**src/hw/rtl/png_chunk_idat_row_extractor_defines.svh**
```systemverilog
// Assertion macros for the RTL of the PNG IDAT row extractor.
// Each macro expects the enclosing module to have clk and rst_n.
`ifndef PNG_CHUNK_IDAT_ROW_EXTRACTOR_DEFINES_SVH
`define PNG_CHUNK_IDAT_ROW_EXTRACTOR_DEFINES_SVH

`ifndef SYNTHESIS
`define PNGIDAT_ASSERT_SAME(label, ante, cons) \
  label: assert property (@(posedge clk) disable iff (!rst_n) (ante) |-> (cons)) \
    else $error("assertion failed");
`define PNGIDAT_ASSERT_NEXT(label, ante, cons) \
  label: assert property (@(posedge clk) disable iff (!rst_n) (ante) |=> (cons)) \
    else $error("assertion failed");
`else
`define PNGIDAT_ASSERT_SAME(label, ante, cons)
`define PNGIDAT_ASSERT_NEXT(label, ante, cons)
`endif

`endif

```
**src/hw/rtl/pngidat_pkg.sv**
```systemverilog
`timescale 1ns / 1ps
`default_nettype none

package pngidat_pkg;

  localparam int FILE_BYTE_W = 8;
  localparam int CFG_DATA_W  = 13;
  localparam int CFG_IDX_W   = 1;
  localparam int ADDR_W      = 26;
  localparam int TDATA_OUT_W = 40;
  localparam int PAD_W       = TDATA_OUT_W - FILE_BYTE_W - ADDR_W;

  localparam logic [31:0] TYPE_IEND = 32'h4945_4E44;
  localparam logic [31:0] TYPE_IDAT = 32'h4944_4154;

  typedef logic [FILE_BYTE_W-1:0] byte_t;
  typedef logic [CFG_DATA_W-1:0]  cfg_data_t;
  typedef logic [CFG_IDX_W-1:0]   cfg_idx_t;
  typedef logic [ADDR_W-1:0]      addr_t;

  typedef enum logic [CFG_IDX_W-1:0] {
    REG_WIDTH  = 1'd0,
    REG_HEIGHT = 1'd1
  } cfg_reg_t;

  typedef enum logic [5:0] {
    PH_SIG     = 6'b000001,
    PH_LEN     = 6'b000010,
    PH_TYPE    = 6'b000100,
    PH_PAYLOAD = 6'b001000,
    PH_CRC     = 6'b010000,
    PH_DONE    = 6'b100000
  } phase_t;

  typedef struct packed {
    logic valid;
    logic is_end;
  } s1_ctl_t;

endpackage

`default_nettype wire

```
**src/hw/rtl/pngidat_parser.sv**
```systemverilog
`timescale 1ns / 1ps
`default_nettype none

module pngidat_parser #(
  parameter int MAX_WIDTH  = 4096,
  parameter int MAX_HEIGHT = 4096,
  localparam int WW = $clog2(MAX_WIDTH + 1),
  localparam int BW = WW + 2,
  localparam int RW = $clog2(MAX_HEIGHT + 1)
) (
  input  wire logic                    clk,
  input  wire logic                    rst_n,
  input  wire logic                    in_fire,
  input  wire pngidat_pkg::byte_t      in_byte,
  input  wire logic                    s1_load,
  input  wire logic                    cfg_fire,
  input  wire pngidat_pkg::cfg_idx_t   cfg_idx,
  input  wire pngidat_pkg::cfg_data_t  cfg_val,
  output pngidat_pkg::s1_ctl_t         s1_ctl,
  output pngidat_pkg::byte_t           s1_pix,
  output logic [RW-1:0]                s1_roff,
  output logic [BW-1:0]                s1_col,
  output logic [BW-1:0]                s1_rb
);
  import pngidat_pkg::*;

  phase_t         phase_r, phase_nxt;
  logic [2:0]     cnt_r, cnt_nxt;
  logic [31:0]    len_r, len_nxt;
  logic [23:0]    type_r, type_nxt;
  logic           idat_r, idat_nxt;
  logic [RW-1:0]  row_r, row_nxt;
  logic [BW-1:0]  pos_r, pos_nxt;
  logic [BW-1:0]  rb_r, rb_nxt;
  logic [RW-1:0]  h_r, h_nxt;

  s1_ctl_t        s1_ctl_r;
  byte_t          s1_pix_r;
  logic [RW-1:0]  s1_roff_r;
  logic [BW-1:0]  s1_col_r;
  logic [BW-1:0]  s1_rb_r;

  logic           wrap;
  logic [BW-1:0]  pos1;
  logic [RW:0]    row1;
  logic           idat_drop, idat_filter, idat_emit, row_end;
  logic [RW-1:0]  idat_row, idat_roff;
  logic [BW-1:0]  idat_pos, idat_col;
  logic [31:0]    tword;
  logic           res_emit, res_end;
  logic [WW-1:0]  w_clamp;

  always_comb begin
    if (cfg_val == '0) begin
      w_clamp = WW'(1);
    end else if (32'(cfg_val) > MAX_WIDTH) begin
      w_clamp = WW'(MAX_WIDTH);
    end else begin
      w_clamp = WW'(cfg_val);
    end
    rb_nxt = rb_r;
    h_nxt  = h_r;
    if (cfg_fire) begin
      unique case (cfg_idx)
        REG_WIDTH:  rb_nxt = {w_clamp, 2'b00};
        REG_HEIGHT: begin
          if (cfg_val == '0) begin
            h_nxt = RW'(1);
          end else if (32'(cfg_val) > MAX_HEIGHT) begin
            h_nxt = RW'(MAX_HEIGHT);
          end else begin
            h_nxt = RW'(cfg_val);
          end
        end
        default: ;
      endcase
    end
  end

  always_comb begin
    wrap        = pos_r > rb_r;
    pos1        = wrap ? '0 : pos_r;
    row1        = wrap ? {1'b0, row_r} + 1'b1 : {1'b0, row_r};
    idat_drop   = row1 >= {1'b0, h_r};
    idat_filter = !idat_drop && (pos1 == '0);
    idat_emit   = !idat_drop && !idat_filter;
    row_end     = pos1 >= rb_r;
    idat_col    = pos1 - 1'b1;
    idat_roff   = RW'({1'b0, h_r} - row1 - 1'b1);
    if (idat_drop) begin
      idat_row = h_r;
      idat_pos = pos1;
    end else if (idat_filter) begin
      idat_row = RW'(row1);
      idat_pos = BW'(1);
    end else if (row_end) begin
      idat_row = RW'(row1 + 1'b1);
      idat_pos = '0;
    end else begin
      idat_row = RW'(row1);
      idat_pos = pos1 + 1'b1;
    end
  end

  always_comb begin
    phase_nxt = phase_r;
    cnt_nxt   = cnt_r;
    len_nxt   = len_r;
    type_nxt  = type_r;
    idat_nxt  = idat_r;
    row_nxt   = row_r;
    pos_nxt   = pos_r;
    res_emit  = 1'b0;
    res_end   = 1'b0;
    tword     = {type_r, in_byte};
    if (in_fire) begin
      unique case (phase_r)
        PH_SIG: begin
          cnt_nxt = cnt_r + 1'b1;
          if (cnt_r == 3'd7) begin
            cnt_nxt   = '0;
            phase_nxt = PH_LEN;
          end
        end
        PH_LEN: begin
          len_nxt = {len_r[23:0], in_byte};
          cnt_nxt = cnt_r + 1'b1;
          if (cnt_r == 3'd3) begin
            cnt_nxt   = '0;
            phase_nxt = PH_TYPE;
          end
        end
        PH_TYPE: begin
          type_nxt = tword[23:0];
          cnt_nxt  = cnt_r + 1'b1;
          if (cnt_r == 3'd3) begin
            cnt_nxt = '0;
            if (tword == TYPE_IEND) begin
              phase_nxt = PH_DONE;
              res_end   = 1'b1;
            end else begin
              idat_nxt  = tword == TYPE_IDAT;
              phase_nxt = (len_r == '0) ? PH_CRC : PH_PAYLOAD;
            end
          end
        end
        PH_PAYLOAD: begin
          if (idat_r) begin
            row_nxt  = idat_row;
            pos_nxt  = idat_pos;
            res_emit = idat_emit;
          end
          len_nxt = len_r - 1'b1;
          if (len_r == 32'd1) begin
            phase_nxt = PH_CRC;
          end
        end
        PH_CRC: begin
          cnt_nxt = cnt_r + 1'b1;
          if (cnt_r == 3'd3) begin
            cnt_nxt   = '0;
            idat_nxt  = 1'b0;
            phase_nxt = PH_LEN;
          end
        end
        PH_DONE: ;
        default: phase_nxt = PH_DONE;
      endcase
    end
  end

  always_ff @(posedge clk) begin
    if (!rst_n) begin
      phase_r  <= PH_SIG;
      cnt_r    <= '0;
      len_r    <= '0;
      type_r   <= '0;
      idat_r   <= 1'b0;
      row_r    <= '0;
      pos_r    <= '0;
      rb_r     <= BW'(4);
      h_r      <= RW'(1);
      s1_ctl_r <= '0;
    end else begin
      phase_r <= phase_nxt;
      cnt_r   <= cnt_nxt;
      len_r   <= len_nxt;
      type_r  <= type_nxt;
      idat_r  <= idat_nxt;
      row_r   <= row_nxt;
      pos_r   <= pos_nxt;
      rb_r    <= rb_nxt;
      h_r     <= h_nxt;
      if (s1_load) begin
        s1_ctl_r.valid  <= res_emit || res_end;
        s1_ctl_r.is_end <= res_end;
      end
    end
  end

  always_ff @(posedge clk) begin
    if (s1_load) begin
      s1_pix_r  <= res_end ? '0 : in_byte;
      s1_roff_r <= res_end ? '0 : idat_roff;
      s1_col_r  <= res_end ? '0 : idat_col;
      s1_rb_r   <= rb_r;
    end
  end

  assign s1_ctl  = s1_ctl_r;
  assign s1_pix  = s1_pix_r;
  assign s1_roff = s1_roff_r;
  assign s1_col  = s1_col_r;
  assign s1_rb   = s1_rb_r;

endmodule

`default_nettype wire

```
**src/hw/rtl/pngidat_addr.sv**
```systemverilog
`timescale 1ns / 1ps
`default_nettype none

module pngidat_addr #(
  parameter int MAX_WIDTH  = 4096,
  parameter int MAX_HEIGHT = 4096,
  localparam int WW = $clog2(MAX_WIDTH + 1),
  localparam int BW = WW + 2,
  localparam int RW = $clog2(MAX_HEIGHT + 1)
) (
  input  wire logic                 clk,
  input  wire logic                 rst_n,
  input  wire pngidat_pkg::s1_ctl_t s1_ctl,
  input  wire pngidat_pkg::byte_t   s1_pix,
  input  wire logic [RW-1:0]        s1_roff,
  input  wire logic [BW-1:0]        s1_col,
  input  wire logic [BW-1:0]        s1_rb,
  output logic                      s2_ready,
  output logic                      out_valid,
  input  wire logic                 out_ready,
  output logic                      out_end,
  output pngidat_pkg::byte_t        out_pix,
  output pngidat_pkg::addr_t        out_addr
);
  import pngidat_pkg::*;

  logic [RW+BW-1:0] prod;
  logic [RW+BW:0]   sum;
  logic             valid_r;
  logic             end_r;
  byte_t            pix_r;
  addr_t            addr_r;

  assign s2_ready = !valid_r || out_ready;
  assign prod     = s1_roff * s1_rb;
  assign sum      = {1'b0, prod} + (RW + BW + 1)'(s1_col);

  always_ff @(posedge clk) begin
    if (!rst_n) begin
      valid_r <= 1'b0;
    end else if (s2_ready) begin
      valid_r <= s1_ctl.valid;
    end
  end

  always_ff @(posedge clk) begin
    if (s2_ready && s1_ctl.valid) begin
      end_r  <= s1_ctl.is_end;
      pix_r  <= s1_pix;
      addr_r <= ADDR_W'(sum);
    end
  end

  assign out_valid = valid_r;
  assign out_end   = end_r;
  assign out_pix   = pix_r;
  assign out_addr  = addr_r;

endmodule

`default_nettype wire

```
**src/hw/rtl/png_chunk_idat_row_extractor.sv**
```systemverilog
// PNG chunk deframer that pulls raw RGBA scanlines out of IDAT chunks.
// The in_ channel takes one file byte per word. The out_ channel gives one
// word per pixel byte, with the pixel in tdata[7:0] and its frame buffer
// byte address in tdata[33:8]; rows are stored bottom to top. A word with
// tuser and tlast high marks the IEND chunk; after it all input is taken
// and dropped. The cfg_ channel sets the image width (index 0) and height
// (index 1); it is always ready and should be written only while idle.
// Throughput is one byte per cycle while the receiver keeps up. The edge that
// takes an input byte loads the parser result, and the output register then
// takes the row times row-length multiply and shows the word on out_tvalid.
// Bytes that yield no word leave a bubble and do not hold up the input. When the
// receiver stalls, the output register holds its word and the middle stage
// still fills, so in_tready drops only when both are full. Synchronous reset
// returns the parser to the signature, clears the row position and sets
// width and height to one.
`timescale 1ns / 1ps
`default_nettype none
`include "png_chunk_idat_row_extractor_defines.svh"

module png_chunk_idat_row_extractor #(
  parameter int MAX_WIDTH  = 4096,
  parameter int MAX_HEIGHT = 4096
) (
  input  wire logic                                 clk,
  input  wire logic                                 rst_n,
  input  wire logic                                 in_tvalid,
  output logic                                      in_tready,
  input  wire logic [7:0]                           in_tdata,   // file_byte
  output logic                                      out_tvalid,
  input  wire logic                                 out_tready,
  output logic [pngidat_pkg::TDATA_OUT_W-1:0]       out_tdata,  // pixel_value, buffer_address
  output logic                                      out_tuser,  // result_kind
  output logic                                      out_tlast,
  input  wire logic                                 cfg_valid,
  output logic                                      cfg_ready,
  input  wire pngidat_pkg::cfg_idx_t                cfg_index,
  input  wire pngidat_pkg::cfg_data_t               cfg_data
);
  import pngidat_pkg::*;

  localparam int WW = $clog2(MAX_WIDTH + 1);
  localparam int BW = WW + 2;
  localparam int RW = $clog2(MAX_HEIGHT + 1);

  s1_ctl_t       s1_ctl;
  byte_t         s1_pix;
  logic [RW-1:0] s1_roff;
  logic [BW-1:0] s1_col;
  logic [BW-1:0] s1_rb;
  logic          s2_ready;
  logic          s1_load;
  logic          in_fire;
  logic          out_end;
  byte_t         out_pix;
  addr_t         out_addr;

  assign s1_load   = !s1_ctl.valid || s2_ready;
  assign in_tready = s1_load;
  assign in_fire   = in_tvalid && in_tready;
  assign cfg_ready = 1'b1;

  pngidat_parser #(
    .MAX_WIDTH  (MAX_WIDTH),
    .MAX_HEIGHT (MAX_HEIGHT)
  ) u_parser (
    .clk      (clk),
    .rst_n    (rst_n),
    .in_fire  (in_fire),
    .in_byte  (in_tdata),
    .s1_load  (s1_load),
    .cfg_fire (cfg_valid && cfg_ready),
    .cfg_idx  (cfg_index),
    .cfg_val  (cfg_data),
    .s1_ctl   (s1_ctl),
    .s1_pix   (s1_pix),
    .s1_roff  (s1_roff),
    .s1_col   (s1_col),
    .s1_rb    (s1_rb)
  );

  pngidat_addr #(
    .MAX_WIDTH  (MAX_WIDTH),
    .MAX_HEIGHT (MAX_HEIGHT)
  ) u_addr (
    .clk       (clk),
    .rst_n     (rst_n),
    .s1_ctl    (s1_ctl),
    .s1_pix    (s1_pix),
    .s1_roff   (s1_roff),
    .s1_col    (s1_col),
    .s1_rb     (s1_rb),
    .s2_ready  (s2_ready),
    .out_valid (out_tvalid),
    .out_ready (out_tready),
    .out_end   (out_end),
    .out_pix   (out_pix),
    .out_addr  (out_addr)
  );

  assign out_tdata = {{PAD_W{1'b0}}, out_addr, out_pix};
  assign out_tuser = out_end;
  assign out_tlast = out_end;

  `PNGIDAT_ASSERT_SAME(a_end_word_zero, out_tvalid && out_tlast, out_tdata == '0)
  `PNGIDAT_ASSERT_NEXT(a_nothing_after_end, out_tvalid && out_tready && out_tlast, !out_tvalid)
  `PNGIDAT_ASSERT_SAME(a_ready_when_out_free, !out_tvalid, in_tready)

endmodule

`default_nettype wire

```
**config.mk**
```make
export PLATFORM = sky130hd
export DESIGN_NAME = png_chunk_idat_row_extractor
export DESIGN_NICKNAME = d
export VERILOG_FILES = /design/src/hw/rtl/pngidat_pkg.sv /design/src/hw/rtl/pngidat_parser.sv /design/src/hw/rtl/pngidat_addr.sv /design/src/hw/rtl/png_chunk_idat_row_extractor.sv
export VERILOG_INCLUDE_DIRS = /design/src /design/src/hw/rtl
export SDC_FILE = /design/constraint.sdc
export NUM_CORES = 1
export LEC_CHECK = 0
export ABC_AREA = 1
export BUFFER_PORTS_ARGS = -buffer_cell sky130_fd_sc_hd__clkbuf_2
export CORE_AREA = 2 2 163 229
export CTS_BUF_LIST = sky130_fd_sc_hd__clkbuf_16
export CTS_CLUSTER_SIZE = 10
export DETAILED_ROUTE_END_ITERATION = 12
export DIE_AREA = 0 0 165 231
export PLACE_DENSITY_LB_ADDON = 0.15
export SETUP_SLACK_MARGIN = 0.02
export SYNTH_ARGS = -nofsm -noshare
export SYNTH_HDL_FRONTEND = slang
export SYNTH_SLANG_ARGS = --single-unit
export TNS_END_PERCENT = 30
```
**constraint.sdc**
```tcl
create_clock -name clk -period 6 [get_ports clk]
set_input_delay 0.3 -clock clk [delete_from_list [all_inputs] [get_ports clk]]
set_output_delay 0.3 -clock clk [all_outputs]
set_load 0.05 [all_outputs]
```
==> flow_metrics.py <==
metrics = {
    "routing": {
        "wl_met3_um": 1360,
        "highest_layer": "met4",
        "firstDrtPassIters": 5,
        "viasPerCell": 5.26,
        "vias": 15298,
        "drt_iter0_markers": 598,
        "ant_nets": 0,
        "drc": 0,
        "routed_wl_um": 47500,
        "wire_per_inst_um": 16.3,
        "route.met2.wl_um": 25900,
        "drt-met1-wl_um": 17900,
    },
    "pwr": {
        "powerDensity_nw_per_um2": 385,
        "peakVddDrop_mv": 0.510,
        "comb_power_share_pct": 59.4,
        "cellInternalPower_uw": 4390,
        "p_clk_share_pct": 17.5,
        "switchingPower_uw": 3310,
        "sw_frac_of_total_pct": 43.0,
        "p_leak_uw": 0.00986,
        "seq_power_share_pct": 23.1,
    },
    "floorplan": {
        "num_rows": 83,
        "dieHeight_um": 231,
        "die_w_um": 165,
        "core_um2": 36200,
        "initial_utilization_pct": 49.3,
        "die_area_um2": 38100,
        "io_pins": 72,
    },
    "synth": {
        "synth_warnings": 0,
        "synth_enable_flop_cells": 84,
        "synth-async-reset-ratio_pct": 0,
        "ys_seq_area_share_pct": 27.9,
        "ys_ff_latch": 207,
        "ys.flop_type": "dfxtp_1",
        "syn_avg_cell_area_um2": 7.68,
        "yosysUniqueCellTypes": 59,
        "netlist_area_um2": 17900,
        "netlist_instances": 2324,
    },
    "clock_network": {
        "cts_sinks": 207,
        "clk_latency_ps": 550,
        "h-tree-depth": 1,
        "clk_path_buf_depth": 3,
        "cts_root_buf": "clkbuf_16",
        "cts_buffers": 25,
        "clk_pin_slew_ps": 60,
        "tritoncts": "built",
    },
    "final_layout": {
        "nets": 2710,
        "final_cells": 2907,
        "nFillCells": 3374,
        "antennaDiodeCount": 0,
        "design_area_um2": 20000,
        "layout-drive-gt1-share_pct": 12.4,
        "area_delta_synth_final_pct": 12.1,
    },
    "worst_setup_path": {
        "required_ps": 6290,
        "arrival_ps": 6170,
        "crit_type": "flip-flop to flip-flop",
        "critPathLaunchType": "flip-flop",
        "critPathMaxFanout": 6,
        "critPathMaxStageDelay_ps": 540,
        "cp-end-kind": "flip-flop",
        "cp_slowest_cell": "fa_1",
    },
    "placement": {
        "gp_congestion": 0.893,
        "postPlaceCellArea_um2": 18900,
        "dp_hpwl_um": 36900,
        "port_buffers": 64,
        "placedCellCount": 2848,
    },
    "global_routing": {
        "grt_pass1_wl_um": 75500,
        "grt_max_degree": 75,
        "globalRouteOverflowTotal": 0,
        "first_global_vias": 15235,
        "antenna_found_initial": 0,
        "track_usage_pct": 24.8,
    },
    "worst_hold_path": {
        "min_path_type": "primary input to flip-flop",
    },
    "sta": {
        "hold_violations": 0,
        "fmax_ghz": 0.170,
        "skew_ps": 23.8,
        "max_slew.worst_pin.slew_ps": 1150,
        "slew_headroom_pct": 23.0,
        "min_period_ps": 5880,
        "timing.final.crit_share_pct": 98.0,
        "report.final.slew_viol_count": 0,
        "grt_setup_unrepaired": "yes",
        "setup_tns_ps": 0,
        "report.final.setup_viol": 0,
    },
    "status": {
        "status": "complete, no violations",
    },
    "run": {
        "max_cap_viol_count": 0,
    },
}
## power groups by stage
stage	Sequential, µW	Combinational (µW)	Clock, µW
2_1_floorplan	1770	2760	0
5_1_grt	1790	5090	1410
3_5_place_dp	1810	4070	0
6_report	1780	4580	1340
4_1_cts	1780	4120	1370
3_3_place_gp	1810	4020	0
## routing by layer
layer  vias up  global-route usage, %
met2       313                   48.1
met4         0                   12.3
met1      7267                   26.1
li1       7572                      -
met5         -                      0
met3       146                   2.21
## final cells by class
type	count	area (µm²)	area share, %
Multi-Input combinational cell	1585	11000	55.1
Sequential cell	207	4980	24.9
Inverter	452	1700	8.49
Timing Repair Buffer	153	1010	5.04
Clock buffer	25	626	3.13
Tap cell	467	584	2.92
Clock inverter	18	76.3	0.381
## cells by family (layout without fill, tap and decap cells)
family | after synthesis | count (layout) | synth area share (%)
adders and majority gates | 259 | 259 | 23.3
AOI/OAI and AO/OA | 443 | 443 | 13.3
other | 2 | 7 | 0.0421
buffers and inverters | 537 | 648 | 11.7
xor gates and xnor gates | 80 | 80 | 3.97
DFF | 207 | 207 | 27.9
and+or+nand+nor | 796 | 796 | 19.7
## sequential cells by signal, indices dropped and copies added, names as in the netlist, 15 cells and up
| name | flops |
|---|---|
| u_parser.s1_col | 15 |
| u_parser.pos_r | 15 |
| u_addr.out_addr | 26 |
| u_parser.type_r | 24 |
| u_parser.len_r | 32 |
## critical path: cells and delay by family, from the launching register on
kind            cells  cell delay, ps
flops               1             510
xor+xnor            1             130
buf+inv             8             450
compound gates      7             810
fa+ha+maj           7            3100
simple gates        5             610
## cells in the final DEF (no fill, tap or decap), types with 4 or more instances in the layout
master / n
inv_1: 442
nand2_4: 9
a21oi_2: 9
nand3_1: 74
xor2_1: 56
nor3_1: 26
ha_4: 6
xnor2_1: 20
inv_2: 17
clkbuf_2: 64
o21ai_0: 140
nand2_2: 16
buf_4: 83
or2_2: 9
a211oi_1: 7
clkbuf_16: 25
o21ai_1: 10
conb_1: 7
clkinv_1: 7
o21a_1: 5
edfxtp_1: 84
a31oi_1: 8
nor2_4: 10
a21oi_1: 221
nand2_1: 439
a21oi_4: 4
fa_1: 119
nor2_1: 144
nand4_1: 20
nor3_2: 5
buf_6: 4
nor4_1: 14
o21bai_1: 7
ha_1: 131
nor2_2: 15
o22ai_1: 4
dfxtp_1: 123
o211ai_1: 7
o21ai_2: 6
o41ai_1: 4
## synth_stat cells (all sizes together) (2+ instances only)
cell	instances	area, µm²
nand3	77	390
o211ai	7	52.6
and2	3	18.8
xnor2	22	193
o21ai	157	805
o31ai	2	15.0
conb	2	7.51
a31oi	8	50.1
dfxtp	123	2460
xor2	58	516
nor4	15	109
buf	17	141
nand2	464	1830
o41ai	4	35.0
or2	9	56.3
a21o	2	15.0
clkinv	5	18.8
fa	122	2440
inv	447	1680
clkbuf	68	255
a21boi	2	15.0
edfxtp	84	2520
a211oi	7	52.6
ha	137	1710
nor3	32	196
o22ai	4	25.0
nor2	169	729
a21oi	234	1190
o21a	5	37.5
nand3b	2	15.0
o21bai	7	52.6
nand4	21	146
## worst paths after layout
kind,start,endpoint,slack [ps],cells past startpoint
setup / recovery,u_parser.s1_rb[4]$_DFFE_PN_,u_addr.out_addr[25]$_DFFE_PP_,120,28
hold / removal,in_tdata[3],u_parser.s1_pix[3]$_SDFFCE_PP0N_,30,1
setup reg to reg,u_parser.s1_rb[4]$_DFFE_PN_,u_addr.out_addr[25]$_DFFE_PP_,120,28
hold reg to reg,u_parser.s1_pix[1]$_SDFFCE_PP0N_,u_addr.out_pix[1]$_DFFE_PP_,420,0
## stage by stage
step	hold WS, ps	utilization, %	power (µW)	setup WS (ps)
finish	30.8	55.2	7700	119
CTS	10.9	54.3	7270	20.8
global placement	401	52.3	5830	31.8
floorplan	400	-	4530	37.7
detailed placement	407	52.3	5880	0.0164
global route	19.0	55.2	8300	-146
## timing repair
| action | CTS | global route |
|---|---|---|
| resized for setup | 3 | 55 |
| setup endpoints to repair | 1 | 11 |
| hold buffers | 2 | 0 |
| hold endpoints to repair | 2 | 0 |
| pin swaps | 1 | 40 |
| buffers inserted | 0 | 14 |
Note: power is estimated with default switching activity, not from simulation.
